<file path="src/rtl/saa_ram.sv">
// Generic single-write, single-read RAM with registered read data
module saa_ram #(
	parameter int WIDTH = 8,
	parameter int DEPTH = 16
) (
	input  logic                     clk,
	input  logic                     we,
	input  logic [$clog2(DEPTH)-1:0] waddr,
	input  logic [WIDTH-1:0]         wdata,
	input  logic [$clog2(DEPTH)-1:0] raddr,
	output logic [WIDTH-1:0]         rdata
);

	logic [WIDTH-1:0] mem [DEPTH];

	always_ff @(posedge clk) begin
		if (we)
			mem[waddr] <= wdata;
		rdata <= mem[raddr];
	end

endmodule

</file>
<file path="config.mk">
export PLATFORM = sky130hd
export DESIGN_NAME = saa_ram
export DESIGN_NICKNAME = d
export VERILOG_FILES = /design/src/rtl/saa_ram.sv
export SDC_FILE = /design/constraint.sdc
export NUM_CORES = 1
export LEC_CHECK = 0
export BUFFER_PORTS_ARGS = -buffer_cell sky130_fd_sc_hd__buf_2
export CORE_MARGIN = 2
export CORE_UTILIZATION = 55
export CTS_CLUSTER_SIZE = 25
export DETAILED_ROUTE_END_ITERATION = 16
export PLACE_DENSITY_LB_ADDON = 0.08
export SKIP_CTS_REPAIR_TIMING = 1
export SLEW_MARGIN = 15
export SYNTH_ARGS = -nofsm -noshare
export SYNTH_HDL_FRONTEND = slang
export SYNTH_SLANG_ARGS = --single-unit
</file>
<file path="constraint.sdc">
create_clock -name clk -period 2.77 [get_ports clk]
set_input_delay 0.277 -clock clk [delete_from_list [all_inputs] [get_ports clk]]
set_output_delay 0.277 -clock clk [all_outputs]
set_load 0.05 [all_outputs]
</file>
# Yosys cells after proc, flatten, opt, wreduce, memory -nomap -nowiden
# Memories as Yosys holds them, arrays and structs flattened. A register that Yosys moved wholly into a read port is not among the register bits.
# Cells that the tools add are included.
dict set report totals {
  register_bits 0
  ramBits 128
  input_bits 18
  output_inout_bits 8
  memories 1
}
dict set report classes {
  n_mux 2
}
# memory words word_bits rd rd_ports_with_merged_regs write_ports line_no
set memory_table {}
lappend memory_table {mem 16 8 1 1 1 14} ;# logic [WIDTH-1:0] mem [DEPTH];
# op count
set ops {}
lappend ops {{$mux W1} 2}

# Longest topological paths before layout
dict set report depth {
  depth_word 2
  mapped_depth 5
}

# Worst setup path after synthesis
# No wires, ideal clock.
dict set report synth_path {
  kind {input-to-reg}
  startpoint {input port waddr[2]}
  endpoint {memory mem[0][0], enable pin}
  setup_ns 0.383
  arrival_ns 1.387
  setup_slack_ns 1.000
  path_stages 2
  n_path_buf 0
  cell_sequence {or3b_2 -> nor3_1}
}
# element line_no
set synth_lines {}
lappend synth_lines {{from (decl)} 8} ;# input logic [$clog2(DEPTH)-1:0] waddr,
lappend synth_lines {{to (decl)} 14}
# Straight into the memory's write port.

# Worst setup path after layout
dict set report layout_path {
  startpoint {register rdata[7] (read register of mem)}
  endpoint {output port rdata[7]}
}
# element line_no
set layout_lines {}
lappend layout_lines {{from (decl)} 11} ;# output logic [WIDTH-1:0] rdata
# No word-level cell between the ends.

==> flow_summary_export.csv <==
group,metric,value,unit
routing,top_layer,"met4",
sta,hold_viol,0,
yosys,yosysSeqAreaShare,77.78,%
routing,wl_met2,4.525,mm
sta,slew_headroom,40.14,%
power,power_density,779.3,nW/um2
clock_network,cts_tree,"yes",
sta,worst_pin_slew,0.8947,ns
global_route,grt_max_degree,33,
routing,antenna_left,0,
setup_path,endpoint_kind,"output port",
flow_run,maxCapViolCount,0,
sta,timing.fmax,687.1,MHz
cells_and_area,ff_latch_area,4004,um2
worst_hold_path,hold_path.class,"in -> reg",
yosys,synthCells,229,
sta,post-route-min-period,1.455,ns
die,placement_rows,35,
die,die_x,100.7,um
power,p_leak,0.002055,uW
clock_network,numCtsBuffers,17,
power,ir_worst_vdd,434.0,uV
cells_and_area,stdcell_area,6031,um2
die,die_area,10150,um2
yosys,yosysWarnings,0,
sta,skew,0.004304,ns
routing,wirelength,9.439,mm
cells_and_area,mostFrequentLayoutCell,"edfxtp_1",
sta,grt_setup_unrepaired,"no",
die,num_io_pins,26,
cells_and_area,syn2layout_area_growth,17.16,%
routing,drc,0,
setup_path,crit_chain,"buf_2",
cells_and_area,fillers,585,
setup_path,cp-start-kind,"flip-flop",
routing,drt-met1-wl,4.341,mm
setup_path,slowest_delay,0.38,ns
routing,wl_per_cell,23.36,um
sta,period_share,52.54,%
setup_path,crit_family,"flip-flops",
global_route,grt_first_pass_wirelength,14.43,mm
cells_and_area,final_nets,298,
sta,setup-violations-final,0,
die,design.core.area,9153,um2
die,initial_core_util,56.24,%
placed_design,port_buffers,25,
routing,dr.pass1.iters,4,
yosys,yosysTopAreaCell,"edfxtp_1",
global_route,grt_antenna_before_repair,1,
cells_and_area,fin_util,65.89,%
global_route,overflow,0,
cells_and_area,stdcell_count,404,
yosys,synthDistinctLibCells,19,
yosys,syn_nets,247,
placed_design,hpwl,5.744,mm
clock_network,cts.clk_slew.worst_paths,0.06,ns
placed_design,gp_congestion,0.7143,
global_route,grt_pass1_vias,2455,
yosys,syn_area,5147,um2
status,status,"complete, no violations",
setup_path,arrival,1.18,ns
setup_path,critPathSlowestCell,"dfxtp_1",
setup_path,crit_buf_inv,1,
placed_design,placed_area,5465,um2
cells_and_area,multi_input_area,1057,um2
die,fp.dieH,100.7,um
routing,via_per_inst,5.973,
sta,fin_setup_tns,0,ns
yosys,synth_seq_cells,136,
yosys,synth.top_cell.area_share,74.67,%
routing,first_iter_violations,165,
yosys,synthTopCellsByArea,"edfxtp_1 (75%), mux4_2 (7.9%), mux4_1 (7.1%)",
global_route,grt_util_all_layers,21.07,%
cells_and_area,antenna_cells,0,
sta,slew_violations,0,
setup_path,required,2.49,ns
clock_network,cts_htree_levels,4,
clock_network,worst_skew_pair.late_latency,0.52,ns
placed_design,placed_cells,372,
routing,wl_met3,441,um
clock_network,clockBufferDepth,2,
setup_path,setup.worst_path.class,"reg -> out",
clock_network,cts_sinks,136,
cells_and_area,layout_common_cells,"edfxtp_1 (128), buf_2 (25), mux4_2 (18)",
setup_path,crit_fanout,1,
cells_and_area,final_layout_size_suffix_gt1_share,31.06,%
clock_network,cts_root_buffer,"clkbuf_8",
routing,vias,2413,
yosys,syn_avg_cell_area,22.48,um2
per-stage QoR:
step,hold slack (ns),worst slack [ns],power (uW)
floorplan,0.3759,1.000,2518
global placement,0.6554,0.9593,2609
detailed placement,0.6542,0.9410,2614
CTS,0.1160,1.250,4743
global route,0.1286,1.243,4856
finish,0.1401,1.315,4700
cells by family after synthesis:
logic type      count (synthesis)  synth area share [%]
flops                         136                 77.78
simple gates                   35                 3.184
mux                            32                 15.02
compound gates                 16                 2.334
buf+inv                        10                 1.677
layout make-up:
| cell class | count | share of cell area [%] |
|---|---|---|
| clock buffers | 18 | 6.929 |
| clock inverters | 14 | 2.448 |
| well taps | 111 | 2.303 |
| repair buffers | 42 | 4.398 |
| multi-input cells | 83 | 17.53 |
| flip-flops and latches | 136 | 66.39 |
cell usage after synthesis, drive strengths merged:
| cell type | n |
|---|---|
| dfxtp | 8 |
| nand3b | 2 |
| buf | 7 |
| nor2b | 1 |
| a22oi | 16 |
| mux4 | 32 |
| nor2 | 13 |
| clkdlybuf4s25 | 3 |
| and2b | 1 |
| nand3 | 1 |
| or3b | 1 |
| nand2b | 2 |
| nor3 | 4 |
| and2 | 1 |
| nand2 | 9 |
| edfxtp | 128 |
report_power, final:
group	total (uW)	leakage, uW	switching, uW	internal, uW
clock network	2130	0.000266	850	1280
registers	2310	0.00122	13.2	2300
logic	252	0.000565	161	90.4
total	4700	0.00205	1020	3680
registers in the layout, indices dropped and copies added (netlist names):
signal,count
mem,128
rdata,8
per-layer routing:
layer	global-route usage, %	vias up
met3	5.548	11
li1	-	1077
met2	30.92	77
met4	8.535	0
met5	0	-
met1	30.68	1248
path summary, 6_finish.rpt:
kind | startpoint | end | slack [ns] | cells past startpoint
min reg2reg | mem[4][2] | rdata[2] | 0.66 | 3
max reg2reg | mem[10][7] | rdata[7] | 1.45 | 3
min | wdata[1] | mem[15][1] | 0.14 | 1
max | rdata[7] | rdata[7] | 1.31 | 1
No activity file was read; power rests on OpenSTA's default activity.
