$ cat src/rtl/saa_pkg.sv
// Types, constants and helpers for the skyline atlas allocator
package saa_pkg;

	localparam int MAX_WIDTH  = 1024;
	localparam int MAX_HEIGHT = 1024;

	localparam int DIM_W  = 11;
	localparam int POS_W  = 10;
	localparam int SUM_W  = DIM_W + 1;
	localparam int ADDR_W = $clog2(MAX_WIDTH);
	localparam int CFG_AW = 3;
	localparam int APB_DW = 32;

	localparam logic [DIM_W-1:0] START_RST = DIM_W'(128);

	typedef enum logic [0:0] {
		REG_START_W = 1'b0,
		REG_START_H = 1'b1
	} reg_idx_t;

	typedef struct packed {
		logic [DIM_W-1:0] block_w;
		logic [DIM_W-1:0] block_h;
	} req_t;

	typedef struct packed {
		logic [POS_W-1:0] pos_x;
		logic [POS_W-1:0] pos_y;
		logic             fits;
		logic [DIM_W-1:0] cur_width;
		logic [DIM_W-1:0] cur_height;
	} rsp_t;

	typedef struct packed {
		logic             restart;
		logic [DIM_W-1:0] width;
		logic [DIM_W-1:0] height;
	} cfg_t;

	typedef struct packed {
		logic              we;
		logic [ADDR_W-1:0] waddr;
		logic [DIM_W-1:0]  wdata;
		logic [ADDR_W-1:0] raddr;
	} mem_req_t;

	typedef struct packed {
		logic [SUM_W-1:0] sum;
		logic             lt;
		logic             gt;
	} alu_res_t;

	function automatic logic [DIM_W-1:0] clamp_dim(input logic [DIM_W-1:0] v,
		input logic [DIM_W-1:0] maxv);
		logic [DIM_W-1:0] r;
		if (v == '0)
			r = DIM_W'(1);
		else if (v > maxv)
			r = maxv;
		else
			r = v;
		return r;
	endfunction

endpackage

$ cat src/rtl/saa_alu.sv
// Shared add and compare unit: sum = a + b, compared against c
module saa_alu (
	input  logic [saa_pkg::DIM_W-1:0] a,
	input  logic [saa_pkg::DIM_W-1:0] b,
	input  logic [saa_pkg::DIM_W-1:0] c,
	output saa_pkg::alu_res_t         res
);
	import saa_pkg::*;

	logic [SUM_W-1:0] sum;
	logic [SUM_W-1:0] ref_v;

	assign sum   = {1'b0, a} + {1'b0, b};
	assign ref_v = {1'b0, c};

	assign res.sum = sum;
	assign res.lt  = (sum < ref_v);
	assign res.gt  = (sum > ref_v);

endmodule

$ cat src/rtl/saa_ctrl.sv
// Sequencer: clearing pass, skyline scan, growth and column update
module saa_ctrl (
	input  logic                      clk,
	input  logic                      arst_n,
	input  saa_pkg::cfg_t             cfg,
	input  logic                      start,
	output logic                      busy,
	input  saa_pkg::req_t             req,
	output logic                      done,
	output saa_pkg::rsp_t             res,
	output saa_pkg::mem_req_t         mem,
	input  logic [saa_pkg::DIM_W-1:0] rdata
);
	import saa_pkg::*;

	typedef enum logic [6:0] {
		ST_CLEAR  = 7'b0000001,
		ST_IDLE   = 7'b0000010,
		ST_INIT   = 7'b0000100,
		ST_START  = 7'b0001000,
		ST_CMP    = 7'b0010000,
		ST_DECIDE = 7'b0100000,
		ST_WR     = 7'b1000000
	} state_t;

	state_t            state_q;
	logic [ADDR_W-1:0] clr_q;
	logic [DIM_W-1:0]  w_q, h_q, wd_q, ht_q;
	logic [DIM_W-1:0]  atlas_w_q, atlas_h_q;
	logic [DIM_W-1:0]  best_q, top_q;
	logic [DIM_W-1:0]  i_q, j_q;
	logic [ADDR_W-1:0] addr_q, bx_q;
	logic              found_q;
	logic              done_q;
	rsp_t              res_q;

	logic [DIM_W-1:0]  op_a, op_b, op_c;
	alu_res_t          alu;
	logic [DIM_W-1:0]  top_n;
	logic [SUM_W-1:0]  ht2, wd2;

	saa_alu u_alu (
		.a   (op_a),
		.b   (op_b),
		.c   (op_c),
		.res (alu)
	);

	assign top_n = (rdata > top_q) ? rdata : top_q;
	assign ht2   = {ht_q, 1'b0};
	assign wd2   = {wd_q, 1'b0};

	always_comb begin
		op_a = '0;
		op_b = '0;
		op_c = '0;
		unique case (state_q)
			ST_START: begin
				op_a = i_q;
				op_b = w_q;
				op_c = wd_q;
			end
			ST_CMP: begin
				op_a = rdata;
				op_c = best_q;
			end
			ST_DECIDE, ST_WR: begin
				op_a = best_q;
				op_b = h_q;
				op_c = ht_q;
			end
			default: ;
		endcase
	end

	always_comb begin
		mem.we    = 1'b0;
		mem.waddr = addr_q;
		mem.wdata = alu.sum[DIM_W-1:0];
		mem.raddr = addr_q + ADDR_W'(1);
		unique case (state_q)
			ST_CLEAR: begin
				mem.we    = 1'b1;
				mem.waddr = clr_q;
				mem.wdata = '0;
			end
			ST_START: mem.raddr = i_q[ADDR_W-1:0];
			ST_WR:    mem.we = 1'b1;
			default: ;
		endcase
	end

	always_ff @(posedge clk or negedge arst_n) begin
		if (!arst_n) begin
			state_q   <= ST_CLEAR;
			clr_q     <= '0;
			atlas_w_q <= clamp_dim(START_RST, DIM_W'(MAX_WIDTH));
			atlas_h_q <= clamp_dim(START_RST, DIM_W'(MAX_HEIGHT));
			done_q    <= 1'b0;
			found_q   <= 1'b0;
		end else begin
			done_q <= 1'b0;
			if (cfg.restart) begin
				atlas_w_q <= cfg.width;
				atlas_h_q <= cfg.height;
				clr_q     <= '0;
				state_q   <= ST_CLEAR;
			end else begin
				unique case (state_q)
					ST_CLEAR: begin
						clr_q <= clr_q + ADDR_W'(1);
						if (clr_q == ADDR_W'(MAX_WIDTH - 1))
							state_q <= ST_IDLE;
					end
					ST_IDLE: begin
						if (start) begin
							w_q     <= req.block_w;
							h_q     <= req.block_h;
							wd_q    <= atlas_w_q;
							ht_q    <= atlas_h_q;
							state_q <= ST_INIT;
						end
					end
					ST_INIT: begin
						best_q  <= ht_q;
						found_q <= 1'b0;
						i_q     <= '0;
						bx_q    <= '0;
						state_q <= ST_START;
					end
					ST_START: begin
						if (alu.lt) begin
							if (w_q == '0) begin
								// empty window: every start is taken, last one wins
								bx_q    <= i_q[ADDR_W-1:0];
								best_q  <= '0;
								found_q <= 1'b1;
								i_q     <= i_q + DIM_W'(1);
							end else begin
								addr_q  <= i_q[ADDR_W-1:0];
								j_q     <= '0;
								top_q   <= '0;
								state_q <= ST_CMP;
							end
						end else begin
							state_q <= ST_DECIDE;
						end
					end
					ST_CMP: begin
						if (!alu.lt) begin
							// every window over this column is no better: skip past it
							i_q     <= {1'b0, addr_q} + DIM_W'(1);
							state_q <= ST_START;
						end else if (j_q == w_q - DIM_W'(1)) begin
							bx_q    <= i_q[ADDR_W-1:0];
							best_q  <= top_n;
							found_q <= 1'b1;
							i_q     <= i_q + DIM_W'(1);
							state_q <= ST_START;
						end else begin
							top_q  <= top_n;
							j_q    <= j_q + DIM_W'(1);
							addr_q <= addr_q + ADDR_W'(1);
						end
					end
					ST_DECIDE: begin
						if (found_q && !alu.gt) begin
							if (w_q == '0) begin
								res_q     <= '{pos_x: bx_q, pos_y: best_q[POS_W-1:0],
									fits: 1'b1, cur_width: wd_q, cur_height: ht_q};
								atlas_w_q <= wd_q;
								atlas_h_q <= ht_q;
								done_q    <= 1'b1;
								state_q   <= ST_IDLE;
							end else begin
								addr_q  <= bx_q;
								j_q     <= '0;
								state_q <= ST_WR;
							end
						end else if (ht_q == wd_q) begin
							if (ht2 > SUM_W'(MAX_HEIGHT)) begin
								res_q   <= '{pos_x: '0, pos_y: '0, fits: 1'b0,
									cur_width: atlas_w_q, cur_height: atlas_h_q};
								done_q  <= 1'b1;
								state_q <= ST_IDLE;
							end else begin
								ht_q    <= ht2[DIM_W-1:0];
								state_q <= ST_INIT;
							end
						end else begin
							if (wd2 > SUM_W'(MAX_WIDTH)) begin
								res_q   <= '{pos_x: '0, pos_y: '0, fits: 1'b0,
									cur_width: atlas_w_q, cur_height: atlas_h_q};
								done_q  <= 1'b1;
								state_q <= ST_IDLE;
							end else begin
								wd_q    <= wd2[DIM_W-1:0];
								state_q <= ST_INIT;
							end
						end
					end
					ST_WR: begin
						addr_q <= addr_q + ADDR_W'(1);
						j_q    <= j_q + DIM_W'(1);
						if (j_q == w_q - DIM_W'(1)) begin
							res_q     <= '{pos_x: bx_q, pos_y: best_q[POS_W-1:0],
								fits: 1'b1, cur_width: wd_q, cur_height: ht_q};
							atlas_w_q <= wd_q;
							atlas_h_q <= ht_q;
							done_q    <= 1'b1;
							state_q   <= ST_IDLE;
						end
					end
					default: state_q <= ST_IDLE;
				endcase
			end
		end
	end

	assign busy = (state_q != ST_IDLE);
	assign done = done_q;
	assign res  = res_q;

endmodule

$ cat config.mk
export PLATFORM = sky130hd
export DESIGN_NAME = saa_ctrl
export DESIGN_NICKNAME = d
export VERILOG_FILES = /design/src/rtl/saa_pkg.sv /design/src/rtl/saa_alu.sv /design/src/rtl/saa_ctrl.sv
export SDC_FILE = /design/constraint.sdc
export NUM_CORES = 1
export LEC_CHECK = 0
export BUFFER_PORTS_ARGS = -buffer_cell sky130_fd_sc_hd__buf_2
export CAP_MARGIN = 5
export CORE_MARGIN = 2
export CORE_UTILIZATION = 35
export DETAILED_ROUTE_END_ITERATION = 12
export GPL_ROUTABILITY_DRIVEN = 1
export PLACE_DENSITY = 0.49
export SLEW_MARGIN = 20
export SYNTH_ARGS = -nofsm -noshare
export SYNTH_HDL_FRONTEND = slang
export SYNTH_SLANG_ARGS = --single-unit
$ cat constraint.sdc
create_clock -name clk -period 8.9 [get_ports clk]
set_input_delay 0.445 -clock clk [delete_from_list [all_inputs] [get_ports clk]]
set_output_delay 0.445 -clock clk [all_outputs]
set_load 0.01 [all_outputs]
* Yosys cells after proc, flatten, opt, wreduce, memory -nomap -nowiden
Index checks and enable logic that the tools add are counted.
** Cells by class
- $add $sub $neg :: 7
- $lt $le $gt $ge :: 5
- Equal/unequal tests :: 37
- Multiplexer cells :: 96
- Bitwise logic cells :: 1
- Reductions and logical operators :: 24
** Operator list (count)
- $mux W11 :: 34
- $mux W43 :: 6
- $pmux W11 S2 :: 6
- $pmux W11 S3 :: 4
- $mux W10 :: 13
- $pmux W43 S2 :: 1
- $mux W7 :: 11
- $pmux W7 S7 :: 1
- $pmux W11 S4 :: 1
- $reduce_and A7 Y1 :: 6
- $pmux W10 S4 :: 1
- $ne A2 B2 Y1 const B :: 15
- $pmux W10 S3 :: 1
- $gt A12 B11 Y1 const B :: 2
- $add A11 B1 Y11 const B :: 2
- $eq A11 B11 Y1 :: 2
- $mux W21 :: 1
- $ne A3 B3 Y1 const B :: 7
- $add A10 B1 Y10 const B :: 2
- $ne A4 B4 Y1 const B :: 4
- $add A11 B11 Y12 :: 1
- $gt A12 B11 Y1 :: 1
- $lt A12 B11 Y1 :: 1
- $mux W1 :: 12
- 27 further kinds :: 35
** Storage, ports and cells
- Register bits after elaboration :: 192
- Input bits :: 59
- Output and inout port bits :: 77
- Word-level logic and storage cells :: 191

* Depth between registers and ports, before layout
- Depth in word-level cells :: 10
- Depth in mapped cells :: 28
- Depth with buffers taken out :: 25

* Modules after synthesis
A second synthesis with hierarchy kept.
** Unflattened totals
- Cells, all modules :: 1051
- Area, all modules :: 11066.9 um2
** Modules (own cells, without submodules)
- saa_ctrl :: instances 1, cells an instance 943, area each 10266.1 um2
- saa_alu :: instances 1, cells an instance 108, area each 800.8 um2

* Worst setup path after synthesis
No wires, ideal clock.
- Kind :: flip-flop to flip-flop
- From :: register state_q[6]
- To :: register res_q (netlist bit res[0]), enable pin
- Setup time :: 0.443 ns
- Data arrival time :: 6.868 ns
- Required time :: 8.457 ns
- Slack :: 1.589 ns
- Stages on the path, launching flop included :: 27
- Period minus slack after synthesis :: 7.311 ns
- Path through :: dfrtp_1 > nor4_1 > and3_1 > clkbuf_1 > clkbuf_1 > a222oi_1 > inv_1 > ha_1 > inv_1 > fa_1 > nor2b_1 > o21ai_0 > a21boi_0 > o21ai_0 > a21oi_1 > a31oi_1 > xnor2_1 > ha_1 > nand3_1 > nor2_1 > o21a_1 > a2111oi_2 > o211a_1 > buf_2 > mux2i_1 > a21oi_1 > nor2_1
** Between the ends
- Longest elaborated chain between the ends :: 9
** RTL lines
- from (decl) :: line saa_ctrl.sv:26 : state_t state_q;
- from (signal assigned) :: line saa_ctrl.sv:95 : state_q <= ST_CLEAR;
- from (signal assigned) :: line saa_ctrl.sv:107 : state_q <= ST_CLEAR;
- from (signal assigned) :: line saa_ctrl.sv:113 : state_q <= ST_IDLE;
- $eq A7 B7 Y1 or $eq A7 B6 Y1 (tied branches) :: line saa_ctrl.sv:57, saa_ctrl.sv:109
- $reduce_or A2 Y1 :: line saa_ctrl.sv:57 : unique case (state_q)
- $pmux W11 S3 or $pmux W11 S2 (tied branches) :: line saa_ctrl.sv:57
- $add A11 B11 Y12 :: line saa_alu.sv:13 : assign sum = {1'b0, a} + {1'b0, b};
- $gt A12 B11 Y1 :: line saa_alu.sv:18 : assign res.gt = (sum > ref_v);
- $logic_not A1 Y1 :: line saa_ctrl.sv:167 : if (found_q && !alu.gt) begin
- $logic_and A1 B1 Y1 :: line saa_ctrl.sv:167
- $ne A4 B4 Y1 (no line) or $ne A3 B3 Y1 (tied branches)
- $reduce_and A7 Y1 (no line) (*)
- to (signal assigned) :: line saa_ctrl.sv:169 : res_q <= '{pos_x: bx_q, pos_y: best_q[POS_W-1:0],
- to (signal assigned) :: line saa_ctrl.sv:182 : res_q <= '{pos_x: '0, pos_y: '0, fits: 1'b0,
- to (signal assigned) :: line saa_ctrl.sv:192 : res_q <= '{pos_x: '0, pos_y: '0, fits: 1'b0,
- to (decl) :: line saa_ctrl.sv:35 : rsp_t res_q;
Mark *: on every way between the ends. The rest lies on a longest branch, timed or not.
A chain may end at the register's enable or synchronous reset.

* Final worst setup path
- From :: register state_q[4]
- To :: register top_q[9], enable pin
** Between the ends
- Longest elaborated chain between the ends :: 7
** RTL lines
- $eq A7 B7 Y1 or $eq A7 B6 Y1 (tied branches) :: line saa_ctrl.sv:57
- $reduce_or A2 Y1 :: line saa_ctrl.sv:57
- $pmux W11 S3 or $pmux W11 S2 (tied branches) :: line saa_ctrl.sv:57
- $add A11 B11 Y12 :: line saa_alu.sv:13
- $lt A12 B11 Y1 :: line saa_alu.sv:17 : assign res.lt = (sum < ref_v);
- $ne A2 B2 Y1 (no line)
- $reduce_and A7 Y1 (no line) (*)
- to (signal assigned) :: line saa_ctrl.sv:161 : top_q <= top_n;
- to (decl) :: line saa_ctrl.sv:30 : logic [DIM_W-1:0] best_q, top_q;
Marks and branches as above.

==> metrics.txt <==
outcome=completed; critical path class=flip-flop to flip-flop; wire length of the first global-routing pass=47900 um; antenna violations before repair=0; setup TNS=0 ns; register area=5560 um^2; Min-Delay Path Class=primary input to asynchronous set/reset pin; routed length per placed instance=20.0 um; Req. time, crit path=8.96 ns; total power=1.95 mW; fin cells=1540; Layout Skew=0.0207 ns; layout cell share with drive strength beyond 1=0.246; Chip Height=181 um; Post-DRT Antenna Nets=0; CP Capture Type=flip-flop; io pins=136; #FFs+latches synth=192; top post-synthesis cells by area=edfxtp_1 (41%), dfrtp_1 (8.7%), mux2_2 (5.0%); fin crit share=0.829; leakage=5.11 nW; multi-input logic area=5030 um^2; # diodes=0; Seq/Total Area, Yosys=0.509; GRT Total Usage=0.189; via/cell ratio=5.27; mapped cell area=10900 um^2; RSZ-0062 raised after global routing=false; Post-route DRC=0; Worst-Margin Slew=0.987 ns; filler instances=3003; Reg2Reg Launch Point=state_q[4]; Slew HR=0.339; Post-CTS Hold Buffers=0; Synth area leader=edfxtp_1; Detailed Route Iter0 Violations=649; clk buf depth=2; post-CTS setup buffer count=0; pin count of the biggest net entering global routing=45; Root Driver=clkbuf_16; Max-cap violations=0; Synth cell types=64; DR pass1 iterations=8; GR Overflow Total=0; fin nets=1229; CTS buffer count=17; PwrDens=153 nW/um^2; Post-synth EDFFs=151; Final Hold Fails=0; Crit path arrival time=7.44 ns; syn_area_per_cell=10.8 um^2; Tmin final=7.38 ns; IO buf count=135; hold_ws=0.0894 ns; vias post-DR=8123; Max Slew Vio Count=0; Ys Warns=0; final setup fails=0; commonest cells in the netlist=edfxtp_1 (151), nand2_1 (140), nor2_1 (75); post-synthesis async set-or-reset flop share=0.214; startpoint class of the critical path=flip-flop; clock transition at the registers of the reported paths=0.08 ns; Worst-Skew Late Latency=0.45 ns; final WL=30700 um; htree depth=4; initial core utilization=0.357; R2R depth=24; Post-CTS Resized=0; highest clock rate=136 MHz; CTS tree=done; worst-path fanout max=18; Most used DFF post-synth=edfxtp_1; CTS sink count=192; die area=32700 um^2; core area=30700 um^2; Die Wd=181 um; num rows=64; vias in the first global route=7981; count leader, synth=edfxtp_1; Placed Cells=1508; worst ir drop on vdd=0.000107 V; RR Endpoint=top_q[9]; Syn Inst Count=1008; post-synth top area share=0.415; Final Wtd Congestion=0.894; Detail Placement HPWL=22800 um; FF-to-FF setup slack=1.52 ns; Post-Syn Nets=1106; area delta synth->final=16.2%
-- worst max-delay path: stages, from the launching register on --
cell       delay, ns
dfrtp_1         0.44
or3_1           0.43
or3_1           0.40
nor3b_4         0.74
a222oi_1        0.19
inv_1           0.10
ha_1            0.19
inv_1           0.06
fa_1            0.40
nor2b_1         0.13
o21ai_0         0.11
a21boi_0        0.27
o21ai_0         0.15
a21oi_1         0.24
a31oi_1         0.14
xnor2_1         0.15
ha_1            0.34
nand3_1         0.14
nor2_1          0.07
o21a_1          0.11
a2111oi_2       0.44
and2_1          0.45
a21oi_1         0.11
or3_1           0.42
nor2_1          0.77
-- logic make-up after synthesis --
group	Yosys count	share of synthesized area
AOI/OAI and AO/OA	173	0.111
xor gates and xnor gates	62	0.0497
adders and majority gates	39	0.0453
buffers and inverters	93	0.0351
DFF	192	0.509
muxes	81	0.0889
and+or+nand+nor	368	0.162
-- cell type report --
cell class              instances  share of cell area
flip-flops and latches        192               0.438
clock buffers                  17              0.0335
clock inverters                15              0.0162
inverters                      41              0.0121
well taps                     396              0.0390
multi-input cells             723               0.396
repair buffers                156              0.0656
-- state kept, by name (all words and copies together), names as in the netlist --
signal,cells
atlas_w_q,11
h_q,11
done,1
state_q,7
atlas_h_q,11
clr_q,10
j_q,11
res,43
i_q,11
found_q,1
bx_q,10
best_q,11
wd_q,11
addr_q,10
top_q,11
w_q,11
ht_q,11
-- layout by cell type (no fill, tap or decap), drive strengths merged, types with 14 or more instances in the layout --
cell type / netlist / final
ha: 38 / 38
nand2: 142 / 142
xor2: 41 / 41
nor2: 75 / 75
a222oi: 22 / 22
inv: 41 / 48
dfrtp: 38 / 38
xnor2: 21 / 21
mux2: 69 / 69
nor2b: 39 / 39
a21oi: 44 / 44
and2: 14 / 14
nand4: 15 / 15
buf: 11 / 156
clkbuf: 41 / 17
o21ai: 35 / 35
edfxtp: 151 / 151
nand3: 26 / 26
-- through the flow --
step | area (um^2) | setup slack [ns] | utilization
floorplan | 10900 | 1.59 | -
global placement | 12100 | 1.77 | 0.393
detailed placement | 12100 | 1.57 | 0.393
CTS | 12700 | 1.55 | 0.414
global route | 12700 | 0.974 | 0.414
finish | 12700 | 1.52 | 0.414
-- power breakdown --
group / leakage [nW] / internal, mW / switching, mW
Combinational: 2.88 / 0.0669 / 0.0783
Sequential: 1.92 / 0.980 / 0.0155
Clock: 0.304 / 0.390 / 0.414
-- metal layers --
metal  up-vias  track usage  routed length [um]
li1       3907            -                   -
met1      3970        0.275               14600
met2       221        0.294               14200
met3        25       0.0280                1450
met4         0       0.0539                 493
met5         -            0                   0
-- worst max-delay path by stage --
stage / startpoint / to / depth (start not counted)
global placement: state_q[4] / top_q[7] / 24
finish: state_q[4] / top_q[9] / 24
floorplan: state_q[6] / res[0] / 26
global route: state_q[4] / top_q[6] / 24
detailed placement: state_q[4] / top_q[7] / 24
CTS: state_q[4] / top_q[6] / 24
Note: power is estimated with default switching activity, not from simulation.
